File: src/hdl/tlbr_pkg.sv
package tlbr_pkg;

  localparam int CHARS_PER_ROW = 16;
  localparam int ROW_COUNT     = 4;
  localparam int BUF_DEPTH     = 64;
  localparam int CELL_COUNT    = (CHARS_PER_ROW * ROW_COUNT > BUF_DEPTH) ?
                                 BUF_DEPTH : CHARS_PER_ROW * ROW_COUNT;
  localparam int ADDR_W        = $clog2(BUF_DEPTH);
  localparam int COL_W         = $clog2(CHARS_PER_ROW);
  localparam int ROW_W         = 2;
  localparam int QUEUE_DEPTH   = 2;

  localparam logic [7:0] SPACE_CODE       = 8'h20;
  localparam logic [7:0] CMD_SYNC_RESET   = 8'hF8;
  localparam logic [7:0] DATA_SYNC_RESET  = 8'hFA;

  // register indexes of the configuration port
  localparam logic CFG_COMMAND_SYNC = 1'b0;
  localparam logic CFG_DATA_SYNC    = 1'b1;

  // host operation codes
  localparam logic [1:0] OP_WRITE_CHAR = 2'd0;
  localparam logic [1:0] OP_CLEAR_ALL  = 2'd1;
  localparam logic [1:0] OP_CLEAR_LINE = 2'd2;
  localparam logic [1:0] OP_REFRESH    = 2'd3;

  typedef enum logic [1:0] {
    CMD_WRITE      = 2'd0,
    CMD_CLEAR_ALL  = 2'd1,
    CMD_CLEAR_LINE = 2'd2,
    CMD_REFRESH    = 2'd3
  } cmd_e;

  typedef struct packed {
    cmd_e              kind;
    logic [ADDR_W-1:0] addr;
    logic [7:0]        character;
    logic [ROW_W-1:0]  row;
  } cmd_t;

  // row address commands (0x80, 0x90, 0x88, 0x98)
  localparam logic [7:0] ROW_CMD [4] = '{8'h80, 8'h90, 8'h88, 8'h98};

endpackage

File: src/hdl/tlbr_front.sv
module tlbr_front (
  input  logic          clk_i,
  input  logic          rst_ni,
  input  logic          in_valid_i,
  output logic          in_ready_o,
  input  logic [1:0]    opcode_i,
  input  logic [5:0]    address_i,
  input  logic [7:0]    character_i,
  input  logic [2:0]    line_number_i,
  output logic          q_valid_o,
  output tlbr_pkg::cmd_t q_cmd_o,
  input  logic          q_pop_i
);
  import tlbr_pkg::*;

  cmd_t       slot_q [QUEUE_DEPTH];
  logic       wr_ptr_q, rd_ptr_q;
  logic [1:0] count_q;
  logic       accept, keep, push;
  cmd_t       cmd;

  always_comb begin
    cmd           = '0;
    keep          = 1'b1;
    cmd.addr      = address_i;
    cmd.character = character_i;
    cmd.row       = ROW_W'(line_number_i - 3'd1);
    unique case (opcode_i)
      OP_WRITE_CHAR: begin
        cmd.kind = CMD_WRITE;
        keep     = 7'(address_i) < 7'(CELL_COUNT);
      end
      OP_CLEAR_ALL: begin
        cmd.kind = CMD_CLEAR_ALL;
      end
      OP_CLEAR_LINE: begin
        cmd.kind = CMD_CLEAR_LINE;
        keep     = (line_number_i != 3'd0) && (32'(line_number_i) <= ROW_COUNT);
      end
      default: begin
        cmd.kind = CMD_REFRESH;
      end
    endcase
  end

  assign in_ready_o = count_q != 2'(QUEUE_DEPTH);
  assign accept     = in_valid_i && in_ready_o;
  // drop ignored operations here, they change nothing
  assign push       = accept && keep;
  assign q_valid_o  = count_q != 2'd0;
  assign q_cmd_o    = slot_q[rd_ptr_q];

  always_ff @(posedge clk_i) begin
    if (push) begin
      slot_q[wr_ptr_q] <= cmd;
    end
  end

  always_ff @(posedge clk_i or negedge rst_ni) begin
    if (!rst_ni) begin
      wr_ptr_q <= 1'b0;
      rd_ptr_q <= 1'b0;
      count_q  <= 2'd0;
    end else begin
      if (push) begin
        wr_ptr_q <= ~wr_ptr_q;
      end
      if (q_pop_i) begin
        rd_ptr_q <= ~rd_ptr_q;
      end
      count_q <= count_q + 2'(push) - 2'(q_pop_i);
    end
  end

endmodule

File: src/hdl/tlbr_back.sv
module tlbr_back (
  input  logic           clk_i,
  input  logic           rst_ni,
  input  logic           q_valid_i,
  input  tlbr_pkg::cmd_t q_cmd_i,
  output logic           q_pop_o,
  input  logic           cfg_wr_en_i,
  input  logic           cfg_index_i,
  input  logic [7:0]     cfg_data_i,
  output logic           out_valid_o,
  input  logic           out_ready_i,
  output logic           has_address_frame_o,
  output logic [23:0]    address_frame_o,
  output logic [23:0]    data_frame_o,
  output logic           last_o
);
  import tlbr_pkg::*;

  typedef enum logic [3:0] {
    ST_IDLE = 4'b0001,
    ST_READ = 4'b0010,
    ST_LOAD = 4'b0100,
    ST_SEND = 4'b1000
  } state_e;

  state_e                 state_q;
  logic [ADDR_W-1:0]      cnt_q;
  logic [COL_W-1:0]       col_q;
  logic [ROW_W-1:0]       row_q;
  logic                   pending_q;
  logic [BUF_DEPTH-1:0]   valid_q;
  logic [BUF_DEPTH-1:0]   line_mask;
  logic [7:0]             cmd_sync_q, data_sync_q;
  logic [7:0]             mem_q [BUF_DEPTH];
  logic [7:0]             rd_data_q;
  logic                   rd_valid_q;
  logic                   mem_we;
  logic                   cell_last;
  logic                   out_take;
  logic [7:0]             line_start;
  logic [7:0]             ch;
  logic [7:0]             row_cmd;

  assign q_pop_o   = (state_q == ST_IDLE) && q_valid_i;
  assign mem_we    = q_pop_o && (q_cmd_i.kind == CMD_WRITE);
  assign cell_last = cnt_q == ADDR_W'(CELL_COUNT - 1);
  assign out_valid_o = state_q == ST_SEND;
  assign out_take  = out_valid_o && out_ready_i;

  always_comb begin
    line_start = 8'(32'(q_cmd_i.row) * CHARS_PER_ROW);
    for (int i = 0; i < BUF_DEPTH; i++) begin
      line_mask[i] = (9'(i) >= 9'(line_start)) &&
                     (9'(i) < 9'(line_start) + 9'(CHARS_PER_ROW));
    end
  end

  // buffer, single read port at the refresh counter
  always_ff @(posedge clk_i) begin
    if (mem_we) begin
      mem_q[q_cmd_i.addr] <= q_cmd_i.character;
    end
    rd_data_q  <= mem_q[cnt_q];
    rd_valid_q <= valid_q[cnt_q];
  end

  assign ch      = rd_valid_q ? rd_data_q : SPACE_CODE;
  assign row_cmd = ROW_CMD[row_q];

  always_ff @(posedge clk_i) begin
    if (state_q == ST_LOAD) begin
      has_address_frame_o <= col_q == '0;
      address_frame_o     <= (col_q == '0) ?
                             {cmd_sync_q, row_cmd[7:4], 4'h0, row_cmd[3:0], 4'h0} :
                             24'h0;
      data_frame_o        <= {data_sync_q, ch[7:4], 4'h0, ch[3:0], 4'h0};
      last_o              <= cell_last;
    end
  end

  always_ff @(posedge clk_i or negedge rst_ni) begin
    if (!rst_ni) begin
      state_q     <= ST_IDLE;
      cnt_q       <= '0;
      col_q       <= '0;
      row_q       <= '0;
      pending_q   <= 1'b1;
      valid_q     <= '0;
      cmd_sync_q  <= CMD_SYNC_RESET;
      data_sync_q <= DATA_SYNC_RESET;
    end else begin
      if (cfg_wr_en_i) begin
        case (cfg_index_i)
          CFG_COMMAND_SYNC: cmd_sync_q  <= cfg_data_i;
          default:          data_sync_q <= cfg_data_i;
        endcase
      end
      unique case (state_q)
        ST_IDLE: begin
          if (q_pop_o) begin
            unique case (q_cmd_i.kind)
              CMD_WRITE: begin
                valid_q[q_cmd_i.addr] <= 1'b1;
                pending_q             <= 1'b1;
              end
              CMD_CLEAR_ALL: begin
                valid_q   <= '0;
                pending_q <= 1'b1;
              end
              CMD_CLEAR_LINE: begin
                valid_q   <= valid_q & ~line_mask;
                pending_q <= 1'b1;
              end
              default: begin
                // tick with nothing pending: drop
                if (pending_q) begin
                  cnt_q   <= '0;
                  col_q   <= '0;
                  row_q   <= '0;
                  state_q <= ST_READ;
                end
              end
            endcase
          end
        end
        ST_READ: state_q <= ST_LOAD;
        ST_LOAD: state_q <= ST_SEND;
        ST_SEND: begin
          if (out_ready_i) begin
            if (cell_last) begin
              pending_q <= 1'b0;
              state_q   <= ST_IDLE;
            end else begin
              cnt_q <= cnt_q + ADDR_W'(1);
              if (col_q == COL_W'(CHARS_PER_ROW - 1)) begin
                col_q <= '0;
                row_q <= row_q + ROW_W'(1);
              end else begin
                col_q <= col_q + COL_W'(1);
              end
              state_q <= ST_READ;
            end
          end
        end
        default: state_q <= ST_IDLE;
      endcase
    end
  end

  a_pending_in_refresh: assert property (@(posedge clk_i) disable iff (!rst_ni)
    out_valid_o |-> pending_q)
    else $error("refresh running without pending flag");

  a_gap_after_last: assert property (@(posedge clk_i) disable iff (!rst_ni)
    (out_take && last_o) |=> !out_valid_o && !pending_q)
    else $error("frames continue after last");

  a_no_frame_zero: assert property (@(posedge clk_i) disable iff (!rst_ni)
    (out_valid_o && !has_address_frame_o) |-> address_frame_o == 24'h0)
    else $error("address frame not zero");

  a_no_pop_busy: assert property (@(posedge clk_i) disable iff (!rst_ni)
    (state_q != ST_IDLE) |-> !q_pop_o)
    else $error("queue popped during refresh");

endmodule

File: src/hdl/text_lcd_buffer_refresh_core.sv
// A host item enters the queue at acceptance and takes effect in the buffer when it is
// popped, after any item ahead of it, or once the last frame is taken when a refresh runs
// ahead of it; items are accepted one a cycle while the 2-entry queue has room.
// Non-refresh commands retire one a cycle while no refresh runs; a refresh tick with the
// pending flag set emits 64 frames, each through READ, LOAD and SEND in turn, as the buffer
// has a single read port. Reset (async, active low) marks all cells as spaces at once,
// sets the pending flag and loads sync bytes 0xF8 and 0xFA; no clearing pass.
module text_lcd_buffer_refresh_core (
  input  logic        clk_i,
  input  logic        rst_ni,
  input  logic        in_valid_i,
  output logic        in_ready_o,
  input  logic [1:0]  opcode_i,
  input  logic [5:0]  address_i,
  input  logic [7:0]  character_i,
  input  logic [2:0]  line_number_i,
  output logic        out_valid_o,
  input  logic        out_ready_i,
  output logic        has_address_frame_o,
  output logic [23:0] address_frame_o,
  output logic [23:0] data_frame_o,
  output logic        last_o,
  input  logic        cfg_wr_en_i,
  input  logic        cfg_index_i,
  input  logic [7:0]  cfg_data_i
);
  import tlbr_pkg::*;

  logic q_valid, q_pop;
  cmd_t q_cmd;

  tlbr_front u_front (
    .clk_i,
    .rst_ni,
    .in_valid_i,
    .in_ready_o,
    .opcode_i,
    .address_i,
    .character_i,
    .line_number_i,
    .q_valid_o (q_valid),
    .q_cmd_o   (q_cmd),
    .q_pop_i   (q_pop)
  );

  tlbr_back u_back (
    .clk_i,
    .rst_ni,
    .q_valid_i (q_valid),
    .q_cmd_i   (q_cmd),
    .q_pop_o   (q_pop),
    .cfg_wr_en_i,
    .cfg_index_i,
    .cfg_data_i,
    .out_valid_o,
    .out_ready_i,
    .has_address_frame_o,
    .address_frame_o,
    .data_frame_o,
    .last_o
  );

endmodule

File: config.mk
export PLATFORM = sky130hd
export DESIGN_NAME = text_lcd_buffer_refresh_core
export DESIGN_NICKNAME = d
export VERILOG_FILES = /design/src/hdl/tlbr_pkg.sv /design/src/hdl/tlbr_front.sv /design/src/hdl/tlbr_back.sv /design/src/hdl/text_lcd_buffer_refresh_core.sv
export SDC_FILE = /design/constraint.sdc
export NUM_CORES = 1
export LEC_CHECK = 0
export ABC_CLOCK_PERIOD_IN_PS = 5500
export BUFFER_PORTS_ARGS = -buffer_cell sky130_fd_sc_hd__buf_2
export CORE_ASPECT_RATIO = 0.75
export CORE_MARGIN = 3
export CORE_UTILIZATION = 65
export DETAILED_ROUTE_END_ITERATION = 8
export PLACE_DENSITY = 0.83
export SYNTH_ARGS = -nofsm -noshare
export SYNTH_HDL_FRONTEND = slang
export SYNTH_SLANG_ARGS = --single-unit
File: constraint.sdc
create_clock -name clk_i -period 5.5 [get_ports clk_i]
set_input_delay 0.275 -clock clk_i [delete_from_list [all_inputs] [get_ports clk_i]]
set_output_delay 0.275 -clock clk_i [all_outputs]
set_load 0.05 [all_outputs]
* After elaboration in Yosys (flattened, before gate mapping)
Memory sizes are Yosys's and may differ from the RTL's. A register that Yosys moved wholly into a read port is not among the register bits. Cells that the tools add are included.
Word-level totals: register bits after elaboration 144, memory bits (writable) 548, input bits 33, output and inout port bits 52, word-level logic and storage cells 316, memories kept 2
Memory list:
- u_back.mem_q | words 64, bits a word 8, read ports 1, clocked after memory_dff 1, wr ports 1, RTL line tlbr_back.sv:34 | logic [7:0] mem_q [BUF_DEPTH];
- u_front.slot_q | words 2, bits a word 18, read ports 1, clocked after memory_dff 0, wr ports 1, RTL line tlbr_front.sv:16 | cmd_t slot_q [QUEUE_DEPTH];
Cells by class: add/sub/neg operators 7, order comparisons 133, eq/ne operators 19, muxes and demuxes 45, bitwise gates (word level) 7, reductions and logical operators 85
Operator list (count):
- less-than comparator 6 x 9 -> 1 bit, first input constant | 32
- >= comparator 6 bit, first input constant | 32
- one-hot mux 64 bit (3 select lines) | 1
- less-than comparator 5 x 9 -> 1 bit, first input constant | 16
- >= comparator 5 x 6 -> 1 bit, first input constant | 16
- less-than comparator 4 x 9 -> 1 bit, first input constant | 8
- logical AND 1 bit | 70
- AND 64 bit | 1
- NOT 64 bit | 1
- OR 64 bit | 1
- >= comparator 4 x 6 -> 1 bit, first input constant | 8
- 2-to-1 mux 4 bit | 10
- less-than comparator 3 x 9 -> 1 bit, first input constant | 4
- 2-to-1 mux 6 bit | 5
- >= comparator 3 x 6 -> 1 bit, first input constant | 4
- less-than comparator 1 x 9 -> 1 bit, first input constant | 2
- less-than comparator 2 x 9 -> 1 bit, first input constant | 2
- binary-select mux 8 bit (select 2 bit) | 1
- 2-to-1 mux 8 bit | 2
- one-hot mux 4 bit (4 select lines) | 1
- less-than comparator 6 x 7 -> 1 bit, second input constant | 2
- 2-to-1 mux 2 bit | 7
- >= comparator 1 x 6 -> 1 bit, first input constant | 2
- >= comparator 2 x 6 -> 1 bit, first input constant | 2
- 40 further kinds | 66

* Logic depth before layout (Yosys ltp)
An unclocked memory read counts as a cell.
depth in word-level cells 7, depth in mapped cells 10, gate-level depth less buffers 8

* By module
Synthesis repeated with hierarchy kept, for this count alone.
Unflattened totals: cell total of the unflattened synthesis 1463, area, all modules 27332.5 µm²
By module, submodules not included:
- tlbr_back | instances 1, cells each 1382, area each 25774.7 µm², seq. area each 18869.3 µm²
- tlbr_front | instances 1, cells each 81, area each 1557.7 µm², seq. area each 1181.1 µm²

* Worst setup path before layout
Ideal clock, no wire load.
path kind flip-flop to flip-flop, from register u_back.state_q[3], to register u_back.address_frame_o[12] (enable), setup time 0.454 ns, arrival time 2.580 ns, required time 5.046 ns, path slack 2.466 ns, stages on the path, launching flop included 3, path buffers 0, clock period less this slack 3.034 ns, cells stage by stage dfrtp_1 nand2b_1 nor3_1
On the way: longest elaborated chain between the ends 1
Ends and longest elaborated chain:
- from (decl) | RTL line tlbr_back.sv:26 | state_e state_q;
- from (signal assigned) | RTL line tlbr_back.sv:83 | state_q <= ST_IDLE;
- from (signal assigned) | RTL line tlbr_back.sv:120 | state_q <= ST_READ;
- from (signal assigned) | RTL line tlbr_back.sv:126 | ST_READ: state_q <= ST_LOAD;
- equality test 4 x 3 -> 1 bit | RTL line tlbr_back.sv:71 | if (state_q == ST_LOAD) begin
- to (signal assigned) | RTL line tlbr_back.sv:73 | address_frame_o <= (col_q == '0) ?
- to (decl) | RTL line tlbr_back.sv:13 | output logic [23:0] address_frame_o,
Every way passes these cells. A chain may end at the register's enable or synchronous reset.

* Worst setup path after layout
from register u_front.rd_ptr_q, to memory u_back.mem_q[37][6] (enable)
On the way: longest elaborated chain between the ends 5
Ends and longest elaborated chain:
- from (decl) | RTL line tlbr_front.sv:17 | logic wr_ptr_q, rd_ptr_q;
- from (signal assigned) | RTL line tlbr_front.sv:69 | rd_ptr_q <= ~rd_ptr_q;
- memory (2 x 18 bit) *
- logical NOT 2 bit | RTL line tlbr_back.sv:45 | assign mem_we = q_pop_o && (q_cmd_i.kind == CMD_WRITE);
- logical AND 1 bit | RTL line tlbr_back.sv:45
- 2-to-1 mux 1 bit | RTL line tlbr_back.sv:60 | if (mem_we) begin
- 2-to-1 mux 1 bit (implied by the code) | RTL line tlbr_back.sv:61 | mem_q[q_cmd_i.addr] <= q_cmd_i.character;
- to (decl) | RTL line tlbr_back.sv:34
Every way passes the cells marked *; elsewhere a longest branch is shown, timed or not.

==> metrics.md <==
| Metric | Value |
|---|---|
| Unrepaired setup endpoints after global routing | `no` |
| Layout cells sized above 1 | `0.2286` |
| H-tree level count | `2` |
| I/O Buffers | `63` |
| Worst slew pin tran | `approximately 1100 ps` |
| GRT overflow | `0` |
| Status | `finished, final reports clean` |
| Hpwl dp | `38340 um` |
| FFs w/ async S/R, synth | `0.1470` |
| DR iter-0 viols | `2249` |
| Largest stage delay on the critical path | `between 800 and 900 ps` |
| Post-CTS resize count | `0` |
| Clock Skew | `between 20 and 25 ps` |
| Placed cell area | `28150 um^2` |
| CP arrival | `between 4000 and 5000 ps` |
| Top Family by Delay on Critical Path | `simple AND/OR/NAND/NOR gates` |
| Synth Register Bits | `687` |
| Final period util | `0.7179` |
| Post-route insts no fill | `2210` |
| Crit-path cells | `buf_4 -> nand2b_1 -> a2bb2oi_1 -> nor2_1 -> nand2_1 -> nor2_1` |
| Post-synth EDFFs | `577` |
| RD Place Congestion | `just under 0.9` |
| Slew Limit Fails | `0` |
| Place WS | `~1700 ps` |
| Total power | `about 13 mW` |
| GRT Max-Usage Layer | `met2` |
| Met3 GRT Util | `0.06838` |
| Vias per cell | `approximately 6.8` |
| Final Util | `0.7417` |
| Die H | `between 150 and 200 um` |
| Site Rows | `64` |
| Critical Path Sink Type | `flop` |
| CP required | `roughly 5700 ps` |
| Starting Density | `0.6648` |
| CTS tree | `done` |
| Vias in the first global route | `between 10k and 15k` |
| Leak | `around 10 nW` |
| Fillcell total | `2286` |
| YS warnings | `0` |
| CTS buffer count | `60` |
| Top Ports | `85` |
| Nets | `approximately 1.6k` |
| Final hold slack | `87.92 ps` |
| Clock sinks | `between 600 and 700` |
| Worst Path Buf+Inv | `1` |
| Detailed Routing Iterations Pass 1 | `5` |
| Fmax | `roughly 250 MHz` |
| Vias | `between 15k and 20k` |
| Crit-path max FO | `22` |
| Synth unique cells | `56` |
| Tmin final | `about 3900 ps` |
| Post-Syn Area | `27360 um^2` |
| Max Cap Viol | `0` |
| Area of the multi-input gates | `approximately 7000 um^2` |
| Number of diodes | `0` |
| Path type of the worst min-delay path | `in -> reg` |
| Slew margin rel. | `0.2862` |
| Final Hold Fails | `0` |
| Setup violations, final | `0` |
| Crit path launch type | `flop` |
| First-pass GRT wire length | `slightly below 100000 um` |
| Gr usage total | `0.2993` |
| Clk_lat worst skew | `~610 ps` |
| Mapped Cells | `about 1.5k` |
| Clock transition at path regs | `~60 ps` |
| Largest net degree at the start of global routing | `~120` |
| CTS Buffer Depth | `3` |
| Fin area | `roughly 31000 um^2` |
| Antenna violations before repair | `0` |
| Met2 Use GR | `0.4593` |
| Sequential cell area fraction in the yosys report | `0.7328` |
| DIE AREA | `between 40000 and 50000 um^2` |
| Synthesized area per cell | `18.22 um^2` |
| WL final | `around 66000 um` |
| Post-DRT Antenna Nets | `0` |
| Commonest non-fill, non-tap cell in the layout | `edfxtp_1` |
| Sum of negative setup slack | `0 ps` |
| Routed len/inst | `29.74 um` |
| Core area | `a little over 40000 um^2` |
| Root Driver | `clkbuf_16` |
| Slowest CP cell | `nor2_1` |
| WS Path Type | `reg -> reg` |
| Most frequent cells in the layout | `577 x edfxtp_1, 108 x mux4_2, 93 x nor2_1` |
| Final setup margin | `1551 ps` |
| Pwr/cell area | `approximately 420 nW/um^2` |
| Sequential standard cell area | `20060 um^2` |
| Cells after DPL | `approximately 2.1k` |
| VDD IR max | `roughly 0.00066 V` |
| Cell mode on critical path | `nor2_1` |
| Met1 usage | `0.4403` |
| Drt drc | `0` |
| Die X | `roughly 240 um` |
| Ys flop type | `edfxtp_1` |
| Synthesis-to-layout area growth | `11.57%` |
==> cells in the mapped netlist, drive strengths merged (7+ instances only) <==
master / instances / area (um^2)
a21o: 8 / 60.06
a21oi: 25 / 125.1
a221oi: 11 / 96.34
a22o: 51 / 446.7
and2: 21 / 131.4
buf: 68 / 416.6
clkbuf: 26 / 97.59
dfrtp: 88 / 2202
dfstp: 13 / 341.6
dfxtp: 9 / 180.2
edfxtp: 577 / 17330
ha: 9 / 112.6
inv: 21 / 78.83
mux2: 66 / 743.2
mux2i: 74 / 740.7
mux4: 108 / 2432
nand2: 64 / 240.2
nand2b: 7 / 43.79
nand3: 15 / 75.07
nor2: 101 / 439.2
o211ai: 18 / 135.1
o21ai: 16 / 80.08
o221ai: 13 / 113.9
o22ai: 15 / 93.84
o2bb2ai: 16 / 140.1
==> per-layer routing <==
metal  up-vias  part of all wire  routed length [um]
met5         -                 0                   0
met1      7720              0.39               25770
met4         0             0.029                1927
met3       144              0.12                7567
met2      1093              0.46               30460
li1       6145                 -                   -
==> worst reg2reg max path, cell delays in order, from the launching register on <==
cell and delay, ps:
dfrtp_1 610, buf_4 400, nand2b_1 170, a2bb2oi_1 190, nor2_1 640, nand2_1 690
nor2_1 860
==> repair_timing <==
action / in CTS / in global routing
hold buffers: 27 / 0
endpoints found under the hold margin: 88 / 0
buffers inserted: 0 / 0
==> state kept, by name, summed over array words and instances, names as in the netlist, 2 cells and up <==
register and cells:
u_back.cnt_q 6, u_back.mem_q 512, u_back.data_sync_q 8, u_back.rd_data_q 8, u_back.address_frame_o 11, u_back.cmd_sync_q 8
u_back.state_q 4, u_back.col_q 4, u_back.row_q 2, u_front.slot_q 36, u_back.data_frame_o 16, u_back.valid_q 64
u_front.count_q 2
==> worst paths after layout <==
path / from / to / slack [ps] / cells past startpoint
worst min register to register: u_back.data_sync_q[0] / u_back.data_frame_o[16] / 450 / 0
worst max-delay path: u_front.rd_ptr_q / u_back.mem_q[37][6] / 1550 / 6
max in group asynchronous: rst_ni / u_back.valid_q[17] / 4100 / 3
min in group asynchronous: rst_ni / u_back.state_q[1] / 210 / 2
worst min-delay path: in_valid_i / u_front.wr_ptr_q / 90 / 3
worst max register to register: u_front.rd_ptr_q / u_back.mem_q[37][6] / 1550 / 6
==> where the power goes <==
group	total, mW	internal (mW)	switching [mW]
combinational	1.87	0.415	1.46
sequential	6.55	6.40	0.156
clock	4.47	2.59	1.87
total	12.9	9.41	3.49
==> cell type report <==
type / instances / area share
Clock buffer: 81 / 0.05439
Clock inverter: 32 / 0.01455
Tap cell: 561 / 0.02299
Timing Repair Buffer: 108 / 0.02492
Sequential cell: 687 / 0.6571
Inverter: 21 / 0.002582
Multi-Input combinational cell: 720 / 0.2235
==> cells by family after synthesis <==
kind of cell	after synthesis	share of synthesized area
AOI/OAI and AO/OA	197	0.05428
buffers and inverters	115	0.02168
DFF	687	0.7328
muxes	248	0.1431
other	1	0.0001371
adders and majority gates	9	0.004116
xor gates and xnor gates	9	0.002881
and+or+nand+nor	236	0.04097
Note: power is estimated with default switching activity, not from simulation.
